File: src/rtl/gbfd_pkg.sv
`timescale 1ns / 1ps

package gbfd_pkg;

  localparam int unsigned ByteW = 8;
  localparam int unsigned PosW  = 9;
  localparam int unsigned CntW  = PosW + 1;

  localparam logic [ByteW-1:0] CH_AT = 8'h40;
  localparam logic [ByteW-1:0] CH_C  = 8'h43;
  localparam logic [ByteW-1:0] CH_J  = 8'h6A;
  localparam logic [ByteW-1:0] CH_CR = 8'h0D;
  localparam logic [ByteW-1:0] CH_LF = 8'h0A;

  localparam logic [PosW-1:0] POS_ID_FIRST  = 9'd2;
  localparam logic [PosW-1:0] POS_ID_SECOND = 9'd3;

  localparam logic [PosW-1:0] OVERFLOW_LIMIT_RST = 9'd300;
  localparam logic [PosW-1:0] LONG_ID_CUTOFF_RST = 9'd290;

  // Configuration register indexes.
  localparam int unsigned CfgIdxW = 1;
  localparam logic [CfgIdxW-1:0] CFG_OVERFLOW_LIMIT = 1'b0;
  localparam logic [CfgIdxW-1:0] CFG_LONG_ID_CUTOFF = 1'b1;

  typedef enum logic [3:0] {
    PH_HUNT = 4'b0001,
    PH_AT1  = 4'b0010,
    PH_BODY = 4'b0100,
    PH_CR   = 4'b1000
  } phase_e;

endpackage

File: src/rtl/gbfd_if.sv
`timescale 1ns / 1ps

// Byte stream into the deframer.
interface gbfd_in_if;
  logic                     valid;
  logic                     ready;
  logic [gbfd_pkg::ByteW-1:0] rx_byte;

  modport source (output valid, output rx_byte, input ready);
  modport sink   (input valid, input rx_byte, output ready);
endinterface

// Annotated byte stream out of the deframer.
interface gbfd_out_if;
  logic                      valid;
  logic                      ready;
  logic [gbfd_pkg::ByteW-1:0] out_byte;
  logic [gbfd_pkg::PosW-1:0]  byte_position;
  logic                      in_frame;
  logic                      frame_end;
  logic                      overflow;

  modport source (output valid, output out_byte, output byte_position, output in_frame,
                  output frame_end, output overflow, input ready);
  modport sink   (input valid, input out_byte, input byte_position, input in_frame,
                  input frame_end, input overflow, output ready);
endinterface

File: src/rtl/gps_binary_frame_deframer.sv
`timescale 1ns / 1ps

// Deframer for binary receiver messages of the form '@' '@' body CR LF. Every
// received byte comes back out once, in order, tagged with its position in
// the current frame and with in_frame, frame_end and overflow flags. The block
// takes one byte per cycle unless stalled, and the tagged byte is offered in
// the cycle after its transfer; the rate is set by the single parse step that
// updates the phase, count and id registers for each byte. An output register
// decouples the two sides: a new byte is taken whenever the output register is
// empty or its contents leave in the same cycle. For message id 'Cj' a CR LF
// before long_id_cutoff bytes counts as body data. A frame whose count passes
// overflow_limit is dropped and hunting restarts. Write both limits via the
// configuration port while the stream is idle; the block does not check it.
module gps_binary_frame_deframer (
  input  logic                          clk_i,
  input  logic                          rst_ni,
  gbfd_in_if.sink                       rx,
  gbfd_out_if.source                    tx,
  input  logic                          cfg_we_i,
  input  logic [gbfd_pkg::CfgIdxW-1:0]  cfg_idx_i,
  input  logic [gbfd_pkg::PosW-1:0]     cfg_wdata_i
);

  // Configuration registers.
  logic [gbfd_pkg::PosW-1:0] ovf_limit_q, cutoff_q;

  always_ff @(posedge clk_i or negedge rst_ni) begin
    if (!rst_ni) begin
      ovf_limit_q <= gbfd_pkg::OVERFLOW_LIMIT_RST;
      cutoff_q    <= gbfd_pkg::LONG_ID_CUTOFF_RST;
    end else if (cfg_we_i) begin
      unique case (cfg_idx_i)
        gbfd_pkg::CFG_OVERFLOW_LIMIT: ovf_limit_q <= cfg_wdata_i;
        gbfd_pkg::CFG_LONG_ID_CUTOFF: cutoff_q    <= cfg_wdata_i;
        default: ;
      endcase
    end
  end

  // Parser state.
  gbfd_pkg::phase_e           phase_q, phase_d;
  logic [gbfd_pkg::PosW-1:0]  count_q, count_d;
  logic [gbfd_pkg::ByteW-1:0] id_first_q, id_first_d;
  logic [gbfd_pkg::ByteW-1:0] id_second_q, id_second_d;

  // Output register.
  logic                       out_valid_q;
  logic [gbfd_pkg::ByteW-1:0] out_byte_q;
  logic [gbfd_pkg::PosW-1:0]  out_pos_q;
  logic                       out_inf_q, out_fend_q, out_ovf_q;

  logic                       in_xfer;
  logic [gbfd_pkg::ByteW-1:0] b;
  gbfd_pkg::phase_e           next_ph;
  logic                       hunt_next;
  logic                       got_lf;
  logic [gbfd_pkg::CntW-1:0]  cnt;
  logic                       inf, fend, ovf;
  logic                       long_id;

  // The output register is free when empty or when it drains this cycle.
  assign rx.ready = !out_valid_q || tx.ready;
  assign in_xfer  = rx.valid && rx.ready;
  assign b        = rx.rx_byte;
  assign cnt      = {1'b0, count_q} + gbfd_pkg::CntW'(1);

  // Header and trailer recognition: where this byte takes the phase before
  // the length checks are applied.
  always_comb begin
    got_lf    = 1'b0;
    hunt_next = 1'b0;
    next_ph   = gbfd_pkg::PH_HUNT;
    unique case (phase_q)
      gbfd_pkg::PH_AT1: begin
        if (b == gbfd_pkg::CH_AT) begin
          next_ph = gbfd_pkg::PH_BODY;
        end else begin
          hunt_next = 1'b1;
        end
      end
      gbfd_pkg::PH_BODY: begin
        next_ph = (b == gbfd_pkg::CH_CR) ? gbfd_pkg::PH_CR : gbfd_pkg::PH_BODY;
      end
      gbfd_pkg::PH_CR: begin
        if (b == gbfd_pkg::CH_LF) begin
          next_ph = gbfd_pkg::PH_BODY;
          got_lf  = 1'b1;
        end else if (b == gbfd_pkg::CH_CR) begin
          next_ph = gbfd_pkg::PH_CR;
        end else begin
          next_ph = gbfd_pkg::PH_BODY;
        end
      end
      default: begin
        // Hunting, and any code that should never be seen.
        if (b == gbfd_pkg::CH_AT) begin
          next_ph = gbfd_pkg::PH_AT1;
        end else begin
          hunt_next = 1'b1;
        end
      end
    endcase
  end

  // The 'Cj' serial-number message may carry CR LF inside its body, so its
  // end is only honored once the frame has reached the cutoff length.
  assign long_id = (id_first_q == gbfd_pkg::CH_C) && (id_second_q == gbfd_pkg::CH_J) &&
                   (cnt < {1'b0, cutoff_q});

  always_comb begin
    phase_d     = phase_q;
    count_d     = count_q;
    id_first_d  = id_first_q;
    id_second_d = id_second_q;
    inf         = 1'b0;
    fend        = 1'b0;
    ovf         = 1'b0;
    if (hunt_next) begin
      phase_d = gbfd_pkg::PH_HUNT;
      count_d = '0;
    end else begin
      inf = 1'b1;
      if (count_q == gbfd_pkg::POS_ID_FIRST) begin
        id_first_d = b;
      end else if (count_q == gbfd_pkg::POS_ID_SECOND) begin
        id_second_d = b;
      end
      if (got_lf) begin
        if (long_id) begin
          phase_d = gbfd_pkg::PH_BODY;
          count_d = cnt[gbfd_pkg::PosW-1:0];
        end else begin
          fend    = 1'b1;
          phase_d = gbfd_pkg::PH_HUNT;
          count_d = '0;
        end
      end else if (cnt > {1'b0, ovf_limit_q}) begin
        // Also covers a count that would pass the width of the counter.
        ovf     = 1'b1;
        phase_d = gbfd_pkg::PH_HUNT;
        count_d = '0;
      end else begin
        phase_d = next_ph;
        count_d = cnt[gbfd_pkg::PosW-1:0];
      end
    end
  end

  always_ff @(posedge clk_i or negedge rst_ni) begin
    if (!rst_ni) begin
      phase_q     <= gbfd_pkg::PH_HUNT;
      count_q     <= '0;
      id_first_q  <= '0;
      id_second_q <= '0;
    end else if (in_xfer) begin
      phase_q     <= phase_d;
      count_q     <= count_d;
      id_first_q  <= id_first_d;
      id_second_q <= id_second_d;
    end
  end

  always_ff @(posedge clk_i or negedge rst_ni) begin
    if (!rst_ni) begin
      out_valid_q <= 1'b0;
    end else if (rx.ready) begin
      out_valid_q <= rx.valid;
    end
  end

  always_ff @(posedge clk_i) begin
    if (in_xfer) begin
      out_byte_q <= b;
      out_pos_q  <= count_q;
      out_inf_q  <= inf;
      out_fend_q <= fend;
      out_ovf_q  <= ovf;
    end
  end

  assign tx.valid         = out_valid_q;
  assign tx.out_byte      = out_byte_q;
  assign tx.byte_position = out_pos_q;
  assign tx.in_frame      = out_inf_q;
  assign tx.frame_end     = out_fend_q;
  assign tx.overflow      = out_ovf_q;

endmodule

File: src/flat_wrapper.sv
// flat-port wrapper written by rule: the top's interface ports become plain ports
module gps_binary_frame_deframer_flat 
  (clk_i, rst_ni, cfg_we_i, cfg_idx_i, cfg_wdata_i, rx_valid, rx_rx_byte, rx_ready, tx_valid, tx_out_byte, tx_byte_position, tx_in_frame, tx_frame_end, tx_overflow, tx_ready);
  gbfd_in_if rx_i ();
  gbfd_out_if tx_i ();
  input  logic clk_i;
  input  logic rst_ni;
  input  logic cfg_we_i;
  input  logic [gbfd_pkg::CfgIdxW-1:0] cfg_idx_i;
  input  logic [gbfd_pkg::PosW-1:0] cfg_wdata_i;
  input wire logic [$bits(rx_i.valid)-1:0] rx_valid;
  input wire logic [$bits(rx_i.rx_byte)-1:0] rx_rx_byte;
  output wire logic [$bits(rx_i.ready)-1:0] rx_ready;
  output wire logic [$bits(tx_i.valid)-1:0] tx_valid;
  output wire logic [$bits(tx_i.out_byte)-1:0] tx_out_byte;
  output wire logic [$bits(tx_i.byte_position)-1:0] tx_byte_position;
  output wire logic [$bits(tx_i.in_frame)-1:0] tx_in_frame;
  output wire logic [$bits(tx_i.frame_end)-1:0] tx_frame_end;
  output wire logic [$bits(tx_i.overflow)-1:0] tx_overflow;
  input wire logic [$bits(tx_i.ready)-1:0] tx_ready;
  assign rx_i.valid = rx_valid;
  assign rx_i.rx_byte = rx_rx_byte;
  assign rx_ready = rx_i.ready;
  assign tx_valid = tx_i.valid;
  assign tx_out_byte = tx_i.out_byte;
  assign tx_byte_position = tx_i.byte_position;
  assign tx_in_frame = tx_i.in_frame;
  assign tx_frame_end = tx_i.frame_end;
  assign tx_overflow = tx_i.overflow;
  assign tx_i.ready = tx_ready;
  gps_binary_frame_deframer u_core (.clk_i(clk_i), .rst_ni(rst_ni), .rx(rx_i), .tx(tx_i), .cfg_we_i(cfg_we_i), .cfg_idx_i(cfg_idx_i), .cfg_wdata_i(cfg_wdata_i));
endmodule
File: config.mk
export PLATFORM = sky130hd
export DESIGN_NAME = gps_binary_frame_deframer_flat
export DESIGN_NICKNAME = d
export VERILOG_FILES = /design/src/rtl/gbfd_pkg.sv /design/src/rtl/gbfd_if.sv /design/src/rtl/gps_binary_frame_deframer.sv /design/src/flat_wrapper.sv
export SDC_FILE = /design/constraint.sdc
export NUM_CORES = 1
export LEC_CHECK = 0
export BUFFER_PORTS_ARGS = -buffer_cell sky130_fd_sc_hd__buf_2
export CORE_ASPECT_RATIO = 0.8
export CORE_MARGIN = 1
export CORE_UTILIZATION = 45
export CTS_CLUSTER_SIZE = 12
export DETAILED_ROUTE_END_ITERATION = 6
export GPL_TIMING_DRIVEN = 0
export PLACE_DENSITY = 0.72
export RECOVER_POWER = 100
export SYNTH_ARGS = -nofsm -noshare
export SYNTH_HDL_FRONTEND = slang
export SYNTH_SLANG_ARGS = --single-unit
File: constraint.sdc
create_clock -name clk_i -period 3.7 [get_ports clk_i]
set_clock_uncertainty 0.15 [all_clocks]
set_input_delay 0.185 -clock clk_i [delete_from_list [all_inputs] [get_ports clk_i]]
set_output_delay 0.185 -clock clk_i [all_outputs]
set_load 0.01 [all_outputs]
==> flow_results.org <==
** Run status
- Result of the run :: finished, violations left
- Failing checks :: max-capacitance violations, max-slew violations

** Clock tree
- After clock tree synthesis, the clock-pin slew on the worst setup and hold paths is 0.07 ns.
- Number of buffers inserted during clock tree synthesis :: 9
- The H-tree was split into 3 levels.
- Clock tree buffer depth :: 2
- CTS placed an instance of clkbuf_8 at the clock tree root.
- CTS-repair resized insts :: 0
- Clock tree synthesis found a total of 68 sinks.
- The later pin in the worst-skew pair is clocked with a latency of between 0.3 and 0.4 ns.
- TritonCTS built the clock tree.

** Global routing
- Across every metal layer, demand over resource in global routing totals 0.187.
- The number of antenna violations at the first check in global routing came to 0.
- Entering global routing, the biggest net connects 49 pins.
- The first global-routing pass estimated 11000 um of wire.
- After global routing the overflow that remains totals 0.
- Via count of the first global-routing pass :: 2302

** Timing
- In the finished design, the share of the clock period the worst path needs comes to 0.916.
- Measured against its own limit, the worst slew margin works out to -0.729.
- Fin worst setup slack :: 0.310 ns
- Final max-slew violation count :: 49
- The smallest clock period supported by the final layout is computed as 3.39 ns.
- Worst hold margin :: around 0.19 ns
- Setup-failing EPs final :: 0
- Slew at the pin with the worst max-slew slack :: 2.59 ns
- Hold Violations, Final :: 0
- Derived from the worst setup path, the maximum achievable clock frequency is 295 MHz.
- Setup total negative slack on the finished layout was measured at 0 ns.
- Setup repair after global routing left no endpoint under its margin.

** Logic synthesis
- After synthesis the netlist holds a flip-flop and latch count of 68.
- The share of the Yosys chip area taken by registers is 0.553.
- The number of nets handed over by synthesis was 308.
- Post-Syn Instances :: 266
- EDFF count, synth :: 20
- The share of synthesized area in the top cell type comes to 0.306.
- Post-synthesis async set-or-reset flop share :: 0.706
- The cell area that synthesis handed to floorplanning was 3280 um2.
- The Yosys step of the flow raised 0 warnings.
- Most used flip-flop cell after synthesis :: dfrtp_1
- Averaged over all synthesized cells, the footprint is 12.3 um2.
- Counting distinct cell types in the post-synthesis netlist gives 55.
- Of all cell types, the one taking the most synthesized area is dfrtp_1.
- By area the synthesized netlist is led by dfrtp_1 (31%), edfxtp_1 (18%), mux2_2 (8.6%).

** Cells and area
- 0 antenna diodes ended up in the layout.
- The final layout contains approximately 380 nets.
- Compared with the post-synthesis result, the final layout area differs by 19.4%.
- In the final layout, the share of cells above drive strength 1 is 0.185.

** Floorplanning
- Die span in y :: slightly below 80 um
- Floorplan die width :: 97.4 um
- IO Pins :: 45
- Initial Utilization :: 0.471
- In this run the core area contains 27 standard-cell rows.
- Core outline area :: roughly 7000 um2
- Die Area :: 7630 um2

** Power and ir drop
- Cell area power density :: 395 nW/um2
- IR drop worst, VDD :: 0.159 mV
- Standby leakage power :: 0.00175 uW

** Detailed routing
- Router iterations before antenna repair :: 4
- Drt total wl :: approximately 6600 um
- After detailed routing, the average wire length per cell comes to ~15 um.
- The count of nets left with antenna violations once routing finished came out at 0.
- Count of vias placed by the detailed router :: between 2000 and 2500
- After detailed routing, the number of remaining DRC violations is 0.
- After detailed routing, the number of vias per cell comes to about 5.3.
- DR iter-0 viols :: 85

** Worst setup path
- Largest fanout of any net on the critical path :: 9
- Data arrival time of the critical path :: 3.49 ns
- The critical path in this run is classified as reg2reg.
- STA classifies the critical path startpoint as a flip-flop.
- Endpoint class of the critical path :: flip-flop
- STA puts the critical path data required time at 3.80 ns.

** Place
- At the end of routability-driven placement, the weighted congestion stood at ~0.81.
- After legalization and detailed placement, the total HPWL measured 4550 um.
- Post-Place Setup Slack :: 0.375 ns
- Port buffering added between 40 and 50 buffers.

** Flow run
- MaxCap Viol Count :: 1

** Hold path
- Type of the worst min-delay path :: in2reg
-- path summary, 6_finish.rpt --
kind,start,end,slack (ns),cells past startpoint
hold / removal,cfg_idx_i,u_core.ovf_limit_q[8]$_DFFE_PN1P_,0.19,5
min in group asynchronous,rst_ni,u_core.cutoff_q[3]$_DFFE_PN0P_,1.05,2
setup / recovery,u_core.count_q[0]$_DFFE_PN0P_,u_core.count_q[5]$_DFFE_PN0P_,0.31,12
setup reg to reg,u_core.count_q[0]$_DFFE_PN0P_,u_core.count_q[5]$_DFFE_PN0P_,0.31,12
max in group asynchronous,rst_ni,u_core.count_q[5]$_DFFE_PN0P_,0.87,2
hold reg to reg,u_core.count_q[5]$_DFFE_PN0P_,u_core.tx.byte_position[5]$_DFFE_PP_,0.31,0
-- worst max-delay path, stage by stage, from the launching register on --
cell	delay, ns
dfrtp_1	0.52
ha_1	0.31
and3_1	0.24
and3_1	0.18
xor2_1	0.33
ha_1	0.32
inv_1	0.06
o211ai_1	0.09
nor4_1	0.42
and4_4	0.30
buf_6	0.12
nor2_2	0.06
o31ai_1	0.20
-- through the flow --
step	total power [uW]	instance area [um2]	utilization	instances
6_report	1550	3910	0.562	433
5_1_grt	1610	3910	0.562	433
4_1_cts	1560	3980	0.572	433
3_5_place_dp	1000	3600	0.518	397
3_3_place_gp	998	3600	0.518	397
2_1_floorplan	938	3280	-	266
-- layout by cell type (no fill, tap or decap), types with 5 or more instances in the layout --
master         instances
a21oi_1               10
a22o_1                 5
buf_2                  6
clkbuf_1              47
clkbuf_8              11
dfrtp_1               40
dfstp_2                8
dlygate4sd3_1         20
edfxtp_1              20
ha_1                  19
inv_1                 20
mux2_2                25
nand2_1               25
nand3_1                6
nand4_1                5
o21ai_0               12
xor2_1                 5
-- flip-flops by register name, indices dropped and copies added (netlist names) --
| name | flops |
|---|---|
| u_core.count_q | 9 |
| u_core.tx.valid | 1 |
| u_core.tx.frame_end | 1 |
| u_core.tx.overflow | 1 |
| u_core.tx.in_frame | 1 |
| u_core.id_second_q | 8 |
| u_core.phase_q | 4 |
| u_core.ovf_limit_q | 9 |
| u_core.cutoff_q | 9 |
| u_core.tx.out_byte | 8 |
| u_core.tx.byte_position | 9 |
| u_core.id_first_q | 8 |
-- kinds of logic (layout without fill, tap and decap cells) --
logic type / Yosys count / after routing / share of synthesized area
AND/OR/NAND/NOR: 74 / 74 / 0.135
multiplexers: 26 / 26 / 0.0894
buffers and inverters: 26 / 106 / 0.0336
flip-flops: 68 / 68 / 0.553
adder cells (fa/ha/maj): 19 / 19 / 0.0726
XOR/XNOR: 8 / 8 / 0.0214
AO/OA/AOI/OAI: 45 / 45 / 0.0947
-- cells in the mapped netlist (2+ instances only) --
| cell | count |
|---|---|
| o31ai_1 | 4 |
| and4_2 | 2 |
| o21a_1 | 2 |
| nand3_1 | 6 |
| o21ai_0 | 11 |
| a22o_1 | 5 |
| nor2b_1 | 3 |
| and3_1 | 4 |
| nand2b_1 | 4 |
| ha_1 | 19 |
| o211ai_1 | 2 |
| edfxtp_1 | 20 |
| nand4_1 | 5 |
| dfstp_2 | 8 |
| a21oi_1 | 10 |
| mux2_2 | 25 |
| nand2_1 | 24 |
| nor4_1 | 3 |
| dfrtp_1 | 40 |
| inv_1 | 19 |
| xnor2_1 | 3 |
| nor3_1 | 4 |
| nor2_1 | 4 |
| a21o_1 | 2 |
| clkbuf_1 | 3 |
| xor2_1 | 5 |
-- where the power goes --
part	total, uW	internal (uW)	switching, uW
sequential	839	823	16.0
clock	545	281	263
combinational	163	67.1	96.2
total	1550	1170	376
-- layer usage --
metal  vias to the layer above  track usage  wire length, um
met5                         -            0                0
met4                         0       0.0735               94
met3                         9       0.0516              315
met2                        50        0.281             2960
met1                      1106        0.257             3190
li1                       1128            -                -
-- final cells by class --
| class | count | area (um2) |
|---|---|---|
| well taps | 87 | 109 |
| flip-flops and latches | 68 | 1810 |
| inverters | 20 | 75.1 |
| plain buffers | 6 | 31.3 |
| clock buffers | 15 | 166 |
| repair buffers | 64 | 372 |
| fillers | 611 | 3050 |
| clock inverters | 1 | 7.51 |
| multi-input cells | 172 | 1340 |
-- repair_timing --
action / 4_1_cts / 5_1_grt
hold endpoints to repair: 70 / 0
hold buffers: 20 / 0
buffers inserted: 0 / 0
Power figures use the tool's default switching activity.
